File: src/design/sca_pkg.sv
// ----------------------------------------------------------------------------
// sca_pkg
// Shared types, codes and helpers for the three channel scan averager.
// ----------------------------------------------------------------------------
package sca_pkg;

   localparam int SAMPLE_W = 10;
   localparam int CHAN_W   = 2;
   localparam int SAMPLE_MAX = 1023;
   localparam int NUM_CHAN = 3;

   typedef enum logic {
      CMD_SAMPLE = 1'b0,
      CMD_READ   = 1'b1
   } cmd_type;

   typedef enum logic [CHAN_W-1:0] {
      CH_AN13 = 2'd0,
      CH_AN14 = 2'd1,
      CH_AN15 = 2'd2
   } chan_type;

   // Request state handed from the front end to the accumulator stage.
   typedef struct packed {
      logic                valid;
      cmd_type             cmd;
      chan_type            chan;
      logic [SAMPLE_W-1:0] sample;
      logic                old_valid;
      chan_type            next_chan;
   } s1_ctrl_type;

   // Scan order is AN15, AN14, AN13, then back to AN15.
   function automatic chan_type scan_next(input chan_type ch);
      chan_type nxt;
      unique case (ch)
         CH_AN15: nxt = CH_AN14;
         CH_AN14: nxt = CH_AN13;
         CH_AN13: nxt = CH_AN15;
         default: nxt = CH_AN15;
      endcase
      return nxt;
   endfunction

endpackage

File: src/design/sca_ring.sv
// ----------------------------------------------------------------------------
// sca_ring
// Sample ring storage for all channels: one write port, one registered read.
// ----------------------------------------------------------------------------
module sca_ring #(
   parameter int DEPTH = 48,
   parameter int AW    = 6
) (
   input  logic                         clock,
   input  logic                         rd_en,
   input  logic [AW-1:0]                rd_addr,
   output logic [sca_pkg::SAMPLE_W-1:0] rd_data,
   input  logic                         wr_en,
   input  logic [AW-1:0]                wr_addr,
   input  logic [sca_pkg::SAMPLE_W-1:0] wr_data
);
   import sca_pkg::*;

   logic [SAMPLE_W-1:0] ring_mem_ff [DEPTH];
   logic [SAMPLE_W-1:0] rd_data_ff;

   always_ff @(posedge clock) begin
      if (wr_en) begin
         ring_mem_ff[wr_addr] <= wr_data;
      end
      if (rd_en) begin
         rd_data_ff <= ring_mem_ff[rd_addr];
      end
   end

   assign rd_data = rd_data_ff;

endmodule

File: src/design/sca_front.sv
// ----------------------------------------------------------------------------
// sca_front
// Request intake: channel selection, ring write pointers, fill flags and the
// stage register that waits for the ring read data.
// ----------------------------------------------------------------------------
module sca_front #(
   parameter int WINDOW = 16,
   parameter int AW     = 6
) (
   input  logic                         clock,
   input  logic                         reset,
   input  logic                         req_valid,
   output logic                         req_ready,
   input  logic                         req_cmd,
   input  logic [sca_pkg::SAMPLE_W-1:0] req_sample,
   input  logic [sca_pkg::CHAN_W-1:0]   req_channel,
   input  logic                         out_free,
   output logic                         rd_en,
   output logic [AW-1:0]                rd_addr,
   output sca_pkg::s1_ctrl_type         s1_ctrl,
   output logic [AW-1:0]                s1_addr
);
   import sca_pkg::*;

   localparam int PW = (WINDOW > 1) ? $clog2(WINDOW) : 1;
   localparam logic [PW-1:0] WP_LAST = PW'(WINDOW - 1);

   chan_type     sel_ff, sel_in;
   logic [PW-1:0] wp_ff [NUM_CHAN];
   logic [PW-1:0] wp_in [NUM_CHAN];
   logic [NUM_CHAN-1:0] full_ff, full_in;
   s1_ctrl_type  s1_ff, s1_in;
   logic [AW-1:0] s1_addr_ff, s1_addr_in;

   logic         accept;
   cmd_type      cmd_c;
   chan_type     req_chan_c;
   chan_type     chan_c;
   logic [PW-1:0] wp_cur;
   logic [PW-1:0] wp_next;

   assign req_ready = !s1_ff.valid || out_free;
   assign accept    = req_valid && req_ready;
   assign cmd_c     = cmd_type'(req_cmd);

   // An out of range channel code on a read falls back to AN13.
   assign req_chan_c = (req_channel > CH_AN15) ? CH_AN13 : chan_type'(req_channel);
   assign chan_c     = (cmd_c == CMD_READ) ? req_chan_c : sel_ff;
   assign wp_cur     = wp_ff[chan_c];
   assign wp_next    = (wp_cur == WP_LAST) ? '0 : PW'(wp_cur + 1'b1);

   assign rd_en   = accept;
   assign rd_addr = AW'(int'(chan_c) * WINDOW + int'(wp_cur));

   always_comb begin
      sel_in     = sel_ff;
      full_in    = full_ff;
      s1_addr_in = s1_addr_ff;
      s1_in      = s1_ff;
      for (int i = 0; i < NUM_CHAN; i++) begin
         wp_in[i] = wp_ff[i];
      end
      if (req_ready) begin
         s1_in.valid = req_valid;
      end
      if (accept) begin
         s1_in.cmd       = cmd_c;
         s1_in.chan      = chan_c;
         s1_in.sample    = req_sample;
         // The slot under the pointer holds data only once the ring wrapped.
         s1_in.old_valid = full_ff[chan_c];
         s1_in.next_chan = sel_ff;
         s1_addr_in      = rd_addr;
         if (cmd_c == CMD_SAMPLE) begin
            wp_in[chan_c] = wp_next;
            if (wp_cur == WP_LAST) begin
               full_in[chan_c] = 1'b1;
            end
            sel_in          = scan_next(sel_ff);
            s1_in.next_chan = scan_next(sel_ff);
         end
      end
   end

   always_ff @(posedge clock) begin
      if (reset) begin
         sel_ff   <= CH_AN15;
         full_ff  <= '0;
         s1_ff    <= '0;
         for (int i = 0; i < NUM_CHAN; i++) begin
            wp_ff[i] <= '0;
         end
      end else begin
         sel_ff   <= sel_in;
         full_ff  <= full_in;
         s1_ff    <= s1_in;
         for (int i = 0; i < NUM_CHAN; i++) begin
            wp_ff[i] <= wp_in[i];
         end
      end
      s1_addr_ff <= s1_addr_in;
   end

   assign s1_ctrl = s1_ff;
   assign s1_addr = s1_addr_ff;

endmodule

File: src/design/sca_accum.sv
// ----------------------------------------------------------------------------
// sca_accum
// Running sums per channel, mean by reciprocal multiply, and the result
// register.
// ----------------------------------------------------------------------------
module sca_accum #(
   parameter int WINDOW = 16
) (
   input  logic                         clock,
   input  logic                         reset,
   input  sca_pkg::s1_ctrl_type         s1_ctrl,
   input  logic [sca_pkg::SAMPLE_W-1:0] rd_data,
   output logic                         out_free,
   output logic                         advance,
   output logic                         rsp_valid,
   input  logic                         rsp_ready,
   output logic [sca_pkg::SAMPLE_W-1:0] rsp_mean,
   output logic [sca_pkg::CHAN_W-1:0]   rsp_next_channel
);
   import sca_pkg::*;

   localparam int LW    = $clog2(WINDOW);
   localparam int SW    = SAMPLE_W + LW;
   localparam int SHIFT = SW + LW;
   // Rounded-up reciprocal; exact floor division for every SW-bit sum.
   localparam logic [SW:0] MULT =
      (SW+1)'(((longint'(1) << SHIFT) + longint'(WINDOW) - 1) / longint'(WINDOW));
   localparam logic [SW-1:0] SUM_MAX = SW'(SAMPLE_MAX * WINDOW);

   logic [SW-1:0]       sum_ff [NUM_CHAN];
   logic [SW-1:0]       sum_in [NUM_CHAN];
   logic                rsp_valid_ff, rsp_valid_in;
   logic [SAMPLE_W-1:0] rsp_mean_ff, rsp_mean_in;
   chan_type            rsp_next_ff, rsp_next_in;

   logic [SW-1:0]       sum_cur;
   logic [SAMPLE_W-1:0] old_sample;
   logic [SW:0]         sum_wide;
   logic [SW-1:0]       sum_new;
   logic [2*SW:0]       product;

   assign out_free = !rsp_valid_ff || rsp_ready;
   assign advance  = s1_ctrl.valid && out_free;

   assign sum_cur    = sum_ff[s1_ctrl.chan];
   assign old_sample = s1_ctrl.old_valid ? rd_data : '0;
   assign sum_wide   = (SW+1)'(sum_cur) - (SW+1)'(old_sample) + (SW+1)'(s1_ctrl.sample);
   assign sum_new    = sum_wide[SW-1:0];
   assign product    = (2*SW+1)'(sum_cur) * (2*SW+1)'(MULT);

   always_comb begin
      rsp_valid_in = rsp_valid_ff;
      rsp_mean_in  = rsp_mean_ff;
      rsp_next_in  = rsp_next_ff;
      for (int i = 0; i < NUM_CHAN; i++) begin
         sum_in[i] = sum_ff[i];
      end
      if (out_free) begin
         rsp_valid_in = s1_ctrl.valid;
      end
      if (advance) begin
         rsp_next_in = s1_ctrl.next_chan;
         if (s1_ctrl.cmd == CMD_SAMPLE) begin
            sum_in[s1_ctrl.chan] = sum_new;
            rsp_mean_in          = '0;
         end else begin
            rsp_mean_in = product[SHIFT +: SAMPLE_W];
         end
      end
   end

   always_ff @(posedge clock) begin
      if (reset) begin
         rsp_valid_ff <= 1'b0;
         for (int i = 0; i < NUM_CHAN; i++) begin
            sum_ff[i] <= '0;
         end
      end else begin
         rsp_valid_ff <= rsp_valid_in;
         for (int i = 0; i < NUM_CHAN; i++) begin
            sum_ff[i] <= sum_in[i];
         end
      end
      rsp_mean_ff <= rsp_mean_in;
      rsp_next_ff <= rsp_next_in;
   end

   assign rsp_valid        = rsp_valid_ff;
   assign rsp_mean         = rsp_mean_ff;
   assign rsp_next_channel = rsp_next_ff;

   // A window can never sum to more than WINDOW full-scale samples.
   a_sum_bound: assert property (@(posedge clock) disable iff (reset)
      advance && s1_ctrl.cmd == CMD_SAMPLE |-> sum_new <= SUM_MAX)
      else $error("running sum exceeds full scale window");

   // Only a sample leaving the stage may change a running sum.
   a_sum_hold: assert property (@(posedge clock) disable iff (reset)
      !(advance && s1_ctrl.cmd == CMD_SAMPLE) |=>
         $stable(sum_ff[0]) && $stable(sum_ff[1]) && $stable(sum_ff[2]))
      else $error("running sum changed without a sample");

   a_sample_mean_zero: assert property (@(posedge clock) disable iff (reset)
      advance && s1_ctrl.cmd == CMD_SAMPLE |=> rsp_mean_ff == '0)
      else $error("sample request produced a nonzero mean");

endmodule

File: src/design/three_channel_scan_averager.sv
// ----------------------------------------------------------------------------
// three_channel_scan_averager
// Round-robin window averager for channels AN13, AN14 and AN15.
// A result is valid once its request has passed the stage and result registers.
// Throughput: one request per cycle while responses are taken; the ring read at
// acceptance and the sum update on advance form a two-stage read-modify-write.
// Reset selects AN15 and clears pointers, fill flags and sums; the ring memory
// itself is not swept, since slots not yet written read as zero via fill flags.
// ----------------------------------------------------------------------------
module three_channel_scan_averager #(
   parameter int WINDOW = 16
) (
   input  logic                         clock,
   input  logic                         reset,
   input  logic                         req_valid,
   output logic                         req_ready,
   input  logic                         req_cmd,
   input  logic [sca_pkg::SAMPLE_W-1:0] req_sample,
   input  logic [sca_pkg::CHAN_W-1:0]   req_channel,
   output logic                         rsp_valid,
   input  logic                         rsp_ready,
   output logic [sca_pkg::SAMPLE_W-1:0] rsp_mean,
   output logic [sca_pkg::CHAN_W-1:0]   rsp_next_channel
);
   import sca_pkg::*;

   localparam int DEPTH = NUM_CHAN * WINDOW;
   localparam int AW    = $clog2(DEPTH);

   s1_ctrl_type         s1_ctrl;
   logic [AW-1:0]       s1_addr;
   logic                out_free;
   logic                advance;
   logic                rd_en;
   logic [AW-1:0]       rd_addr;
   logic [SAMPLE_W-1:0] rd_data;
   logic                wr_en;

   sca_front #(
      .WINDOW (WINDOW),
      .AW     (AW)
   ) u_front (
      .clock       (clock),
      .reset       (reset),
      .req_valid   (req_valid),
      .req_ready   (req_ready),
      .req_cmd     (req_cmd),
      .req_sample  (req_sample),
      .req_channel (req_channel),
      .out_free    (out_free),
      .rd_en       (rd_en),
      .rd_addr     (rd_addr),
      .s1_ctrl     (s1_ctrl),
      .s1_addr     (s1_addr)
   );

   // The new sample lands in the ring as the stage hands off its result.
   assign wr_en = advance && (s1_ctrl.cmd == CMD_SAMPLE);

   sca_ring #(
      .DEPTH (DEPTH),
      .AW    (AW)
   ) u_ring (
      .clock   (clock),
      .rd_en   (rd_en),
      .rd_addr (rd_addr),
      .rd_data (rd_data),
      .wr_en   (wr_en),
      .wr_addr (s1_addr),
      .wr_data (s1_ctrl.sample)
   );

   sca_accum #(
      .WINDOW (WINDOW)
   ) u_accum (
      .clock            (clock),
      .reset            (reset),
      .s1_ctrl          (s1_ctrl),
      .rd_data          (rd_data),
      .out_free         (out_free),
      .advance          (advance),
      .rsp_valid        (rsp_valid),
      .rsp_ready        (rsp_ready),
      .rsp_mean         (rsp_mean),
      .rsp_next_channel (rsp_next_channel)
   );

   a_next_chan_legal: assert property (@(posedge clock) disable iff (reset)
      rsp_valid |-> rsp_next_channel != 2'd3)
      else $error("reported channel code is not a scanned channel");

   a_stall_interlock: assert property (@(posedge clock) disable iff (reset)
      s1_ctrl.valid && !out_free |-> !req_ready)
      else $error("request taken while the stage is blocked");

   a_ring_write_once: assert property (@(posedge clock) disable iff (reset)
      wr_en |=> !$past(rd_en) || !s1_ctrl.valid || s1_ctrl.cmd == CMD_READ
         || s1_addr != $past(s1_addr))
      else $error("back-to-back samples hit the same ring slot");

endmodule
File: config.mk
export PLATFORM = sky130hd
export DESIGN_NAME = three_channel_scan_averager
export DESIGN_NICKNAME = d
export VERILOG_FILES = /design/src/design/sca_pkg.sv /design/src/design/sca_ring.sv /design/src/design/sca_front.sv /design/src/design/sca_accum.sv /design/src/design/three_channel_scan_averager.sv
export SDC_FILE = /design/constraint.sdc
export NUM_CORES = 1
export LEC_CHECK = 0
export ABC_AREA = 1
export BUFFER_PORTS_ARGS = -buffer_cell sky130_fd_sc_hd__buf_2
export CAP_MARGIN = 20
export CORE_MARGIN = 5
export CORE_UTILIZATION = 56
export CTS_CLUSTER_DIAMETER = 40
export CTS_CLUSTER_SIZE = 20
export DETAILED_ROUTE_END_ITERATION = 16
export GPL_ROUTABILITY_DRIVEN = 0
export PLACE_DENSITY = 0.75
export REMOVE_ABC_BUFFERS = 1
export SLEW_MARGIN = 15
export SYNTH_ARGS = -nofsm -noshare
export SYNTH_HDL_FRONTEND = slang
export SYNTH_SLANG_ARGS = --single-unit
File: constraint.sdc
create_clock -name clock -period 3.1 [get_ports clock]
set_input_delay 0.155 -clock clock [delete_from_list [all_inputs] [get_ports clock]]
set_output_delay 0.155 -clock clock [all_outputs]
set_load 0.1 [all_outputs]
# Yosys cells after proc, flatten, opt, wreduce, memory -nomap -nowiden
# Memories as Yosys holds them, arrays and structs flattened. A register that Yosys moved wholly into a read port is not among the register bits.
# Cells that the tools add are included.
# totals
ff_bits	41
latch_bits	0
ram_bits	534
romBits	0
output_inout_bits	14
word_cells	84
mem_count	3
# op_classes
add_sub_neg	4
mul	0
n_div	0
n_lt_le_gt_ge	7
eq_ne	3
shifts	0
mux	33
bitwise_logic	11
reduce_logical	11
# memory_table
name	words	width	rd	rd_ports_with_merged_regs	wr	line_no	rtl
u_ring.ring_mem_ff	48	10	1	1	1	sca_ring.sv:19	logic [SAMPLE_W-1:0] ring_mem_ff [DEPTH];
u_accum.sum_ff	3	14	4	1	3	sca_accum.sv:30	logic [SW-1:0] sum_ff [NUM_CHAN];
u_front.wp_ff	3	4	4	0	3	sca_front.sv:29	logic [PW-1:0] wp_ff [NUM_CHAN];
# op_table
op	n
two-way mux 42 bit	2
two-way mux 14 bit	4
bitwise mux 42 bit	1
demux 14 bit (select 2 bit)	1
two-way mux 12 bit	2
two-way mux 4 bit	5
adder 14 x 10 -> 14 bit	1
subtractor 14 x 10 -> 14 bit	1
bitwise mux 12 bit	1
two-way mux 10 bit	1
two-way mux 2 bit	5
demux 4 bit (select 2 bit)	1
two-way mux 1 bit	7
adder 6 x 4 -> 6 bit	1
greater-or-equal comparator 3 bit, second input constant	2
logical AND 1 bit	6
< comparator 3 x 1 -> 1 bit, second input constant	2
inverter 2 -> 3 bit	2
OR 1 bit	6
adder 4 x 1 -> 4 bit, second input constant	1
equality test 4 bit, second input constant	1
one-hot mux 2 bit (2 select lines)	1
< comparator 2 x 3 -> 1 bit, second input constant	1
OR 3 bit	1
10 further kinds	13

# Logic depth before layout (Yosys ltp)
# depth
ltp_word	12
mapped_depth	22
depth_no_buf	20

# By module
# A second synthesis with hierarchy kept.
# unflattened
cells_unflattened	2398
hier_area_um2	25308.0
# modules_own_cells
module	instances	cells_per_inst	area_per_inst_um2
sca_ring	1	1642	19984.2
sca_accum	1	537	3663.5
sca_front	1	217	1650.3
three_channel_scan_averager	1	2	10.0

# Least setup slack after synthesis
# No wires, ideal clock.
# synth_timing
kind	register to register
from	reg u_accum.rsp_valid_ff (netlist: u_accum.rsp_valid)
to	reg (tool-made name)
setup_time_ns	0.154
t_arrival_ns	3.088
setup_slack_ns	-0.142
stages_incl_launch_ff	6
path_buffers	0
period_less_slack_ns	3.242
cell_sequence	dfxtp_1 > nand3_1 > nand2_1 > inv_1 > o21ai_0 > a21oi_1
# synth_lines
item	line_no	rtl
from (decl)	sca_accum.sv:32	logic rsp_valid_ff, rsp_valid_in;
from (signal assigned)	sca_accum.sv:79	rsp_valid_ff <= rsp_valid_in;

==> flow_summary.json <==
{
  "initial_utilization": 0.567,
  "clock_path_buffers": 3,
  "setup_viol": 0,
  "ys_ff_latch": 586,
  "cts_buffers": 75,
  "fmaxAchievable_mhz": 343,
  "irDropWorstVdd_mv": 0.355,
  "vias": 19400,
  "final_nets": 2776,
  "htree_levels": 3,
  "drc": 0,
  "hp-class": "in -> reg",
  "final_common_cell": "nand3_1",
  "layout_setup_ws_ns": 0.188,
  "cts_sinks": 586,
  "end_kind": "flop",
  "ys_warn_count": 0,
  "final_cell_area_um2": 30500,
  "viasPerCell": 5.70,
  "finalNonFillerCells": 3402,
  "ys_types": 30,
  "antenna_cells": 0,
  "post-dp-hpwl_um": 38500,
  "dr.pass1.iters": 8,
  "antenna_found_initial": 0,
  "port_buffers": 30,
  "grt_max_degree": 181,
  "drive_above_1_share": 0.110,
  "fin_crit_sh": 0.939,
  "seq_area_frac_synth": 0.636,
  "core_area_um2": 46700,
  "synthToLayoutAreaGrowth_pct": 15.4,
  "period_minus_slack_ns": 2.91,
  "clk_pin_slew_ns": 0.06,
  "drv_cap": 0,
  "tightest_slew_ns": 1.17,
  "worstSkewPairLatency_ns": 0.61,
  "synthFlopType": "edfxtp_1",
  "finalCoreUtilization": 0.654,
  "crit_type": "reg -> reg",
  "finClkSkew_ns": 0.0211,
  "synthArstFlopShare": 0,
  "cts_tree": "yes",
  "io_pins": 31,
  "slew-limit-headroom": 0.223,
  "grt-ovfl-total": 0,
  "grt_use_total": 0.257,
  "avgSynthCellArea_um2": 9.98,
  "wl_um": 65800,
  "dpl_cell_area_um2": 27700,
  "power_density_nw_per_um2": 669,
  "post-place-cells": 3247,
  "grt_pass1_vias": 18900,
  "final_cell_mix": "nand3_1 (527), edfxtp_1 (508), inv_1 (483), nand2_1 (432), nand3b_1 (125)",
  "die_w_um": 227,
  "synth_edf_count": 508,
  "root_buffer": "clkbuf_16",
  "worstPathMaxFanout": 7,
  "drtIter0Drc": 2420,
  "finalMaxSlewViolations": 0,
  "routedWlPerCell_um": 19.3,
  "worstPathRequired_ns": 3.58,
  "rows": 79,
  "netlist_area_um2": 26400,
  "die_area_um2": 51600,
  "start_kind": "flop",
  "fp.dieH_um": 227,
  "grt_pass1_wl_um": 104000,
  "cp.arrival_ns": 3.39,
  "ant_nets": 0,
  "finalHoldViolations": 0,
  "leakagePower_nw": 13.0,
  "status": "finished clean",
  "pre_cts_ws_ns": -0.168,
  "syn_inst": 2649
}
## critical path, cell delays in order (launching register included)
cell,delay [ns]
dfxtp_4,0.38
inv_4,0.09
nand2_1,0.05
nand3_1,0.06
o21ai_0,0.15
fa_1,0.54
inv_1,0.04
ha_1,0.32
inv_1,0.07
o21ai_1,0.28
a21oi_4,0.07
o21ai_1,0.24
a21oi_2,0.10
xnor2_1,0.16
o21ai_0,0.18
inv_1,0.06
## metal layers
| metal | GRT usage | up-vias | wire (um) |
|---|---|---|---|
| met5 | 0 | - | 0 |
| met4 | 0.101 | 0 | 2610 |
| met3 | 0.0450 | 178 | 6230 |
| met2 | 0.409 | 978 | 30500 |
| met1 | 0.358 | 9240 | 26500 |
| li1 | - | 8980 | - |
## final cells by class
cell class | count | area, um^2
fill | 3449 | 16100
inverter | 491 | 1850
timing repair buffer | 147 | 1230
multi-input combinational | 1432 | 7300
tap | 607 | 759
clock buffer | 83 | 1980
clock inverter | 56 | 561
sequential | 586 | 16800
## cell usage after synthesis, types with 2 or more instances
library cell | instances | share of area
xnor2_1 | 5 | 0.0017
buf_2 | 58 | 0.011
nand3_1 | 530 | 0.10
a21oi_1 | 61 | 0.012
inv_1 | 486 | 0.069
buf_1 | 8 | 0.0011
nor2_2 | 4 | 0.00095
fa_1 | 10 | 0.0076
nand2_2 | 3 | 0.00071
nor3_1 | 4 | 0.00076
or2_2 | 2 | 0.00047
ha_1 | 16 | 0.0076
o211ai_1 | 14 | 0.0040
nand3b_1 | 125 | 0.036
xor2_1 | 5 | 0.0017
dfxtp_1 | 78 | 0.059
edfxtp_1 | 508 | 0.58
nand4_1 | 10 | 0.0024
o21ai_0 | 83 | 0.016
inv_2 | 4 | 0.00057
nor2_1 | 122 | 0.017
nand2_1 | 432 | 0.061
clkbuf_1 | 74 | 0.011
## what timing repair did
item / CTS / global route
setup endpoints to repair: 13 / 31
pin swaps: 0 / 5
gates resized for setup: 5 / 25
endpoints found under the hold margin: 13 / 0
setup buffers: 0 / 3
hold buffers: 12 / 0
## cell families (layout without fill, tap and decap cells)
| group | after synthesis | in the layout | share of synthesized area |
|---|---|---|---|
| buffers and inverters | 631 | 777 | 0.0924 |
| XOR/XNOR | 10 | 10 | 0.00331 |
| adder cells (fa/ha/maj) | 26 | 26 | 0.0151 |
| AO/OA/AOI/OAI | 163 | 163 | 0.0329 |
| AND/OR/NAND/NOR | 1233 | 1233 | 0.220 |
| flip-flops | 586 | 586 | 0.636 |
## final timing paths
kind / startpoint / endpoint / slack (ns) / cells after the start
worst max-delay path: flop / u_accum.sum_ff[1][9] / 0.19 / 15
worst min-delay path: reset / u_front.full_ff[1] / 0.04 / 2
worst max register to register: flop / u_accum.sum_ff[1][9] / 0.19 / 15
worst min register to register: u_front.s1_ctrl[1] / u_accum.rsp_next_channel[1] / 0.44 / 0
## stage by stage
stage | total power (W) | hold WS (ns) | setup TNS, ns
global route | 0.0212 | 0.0741 | -0.0527
global placement | 0.0117 | 0.417 | 0
detailed placement | 0.0118 | 0.417 | -1.39
finish | 0.0204 | 0.0415 | 0
CTS | 0.0204 | 0.00155 | 0
floorplan | 0.0108 | 0.224 | -137.88
## flip-flops by register name, indices dropped and copies added, names as in the netlist, named ones only
name                      count
u_accum.rsp_mean             10
u_accum.rsp_next_channel      2
u_ring.ring_mem_ff          480
u_ring.rd_data               10
u_accum.sum_ff               42
u_front.sel_ff                1
u_front.s1_ctrl              17
u_front.full_ff               3
u_front.s1_addr               6
u_front.wp_ff                12
u_accum.rsp_valid             1
## power by group
group	switching [W]	internal (W)	total, W
Sequential	0.0000530	0.00873	0.00878
Clock	0.00354	0.00510	0.00864
Combinational	0.00211	0.000878	0.00299
Total	0.00570	0.0147	0.0204
No activity file was read; power rests on OpenSTA's default activity.
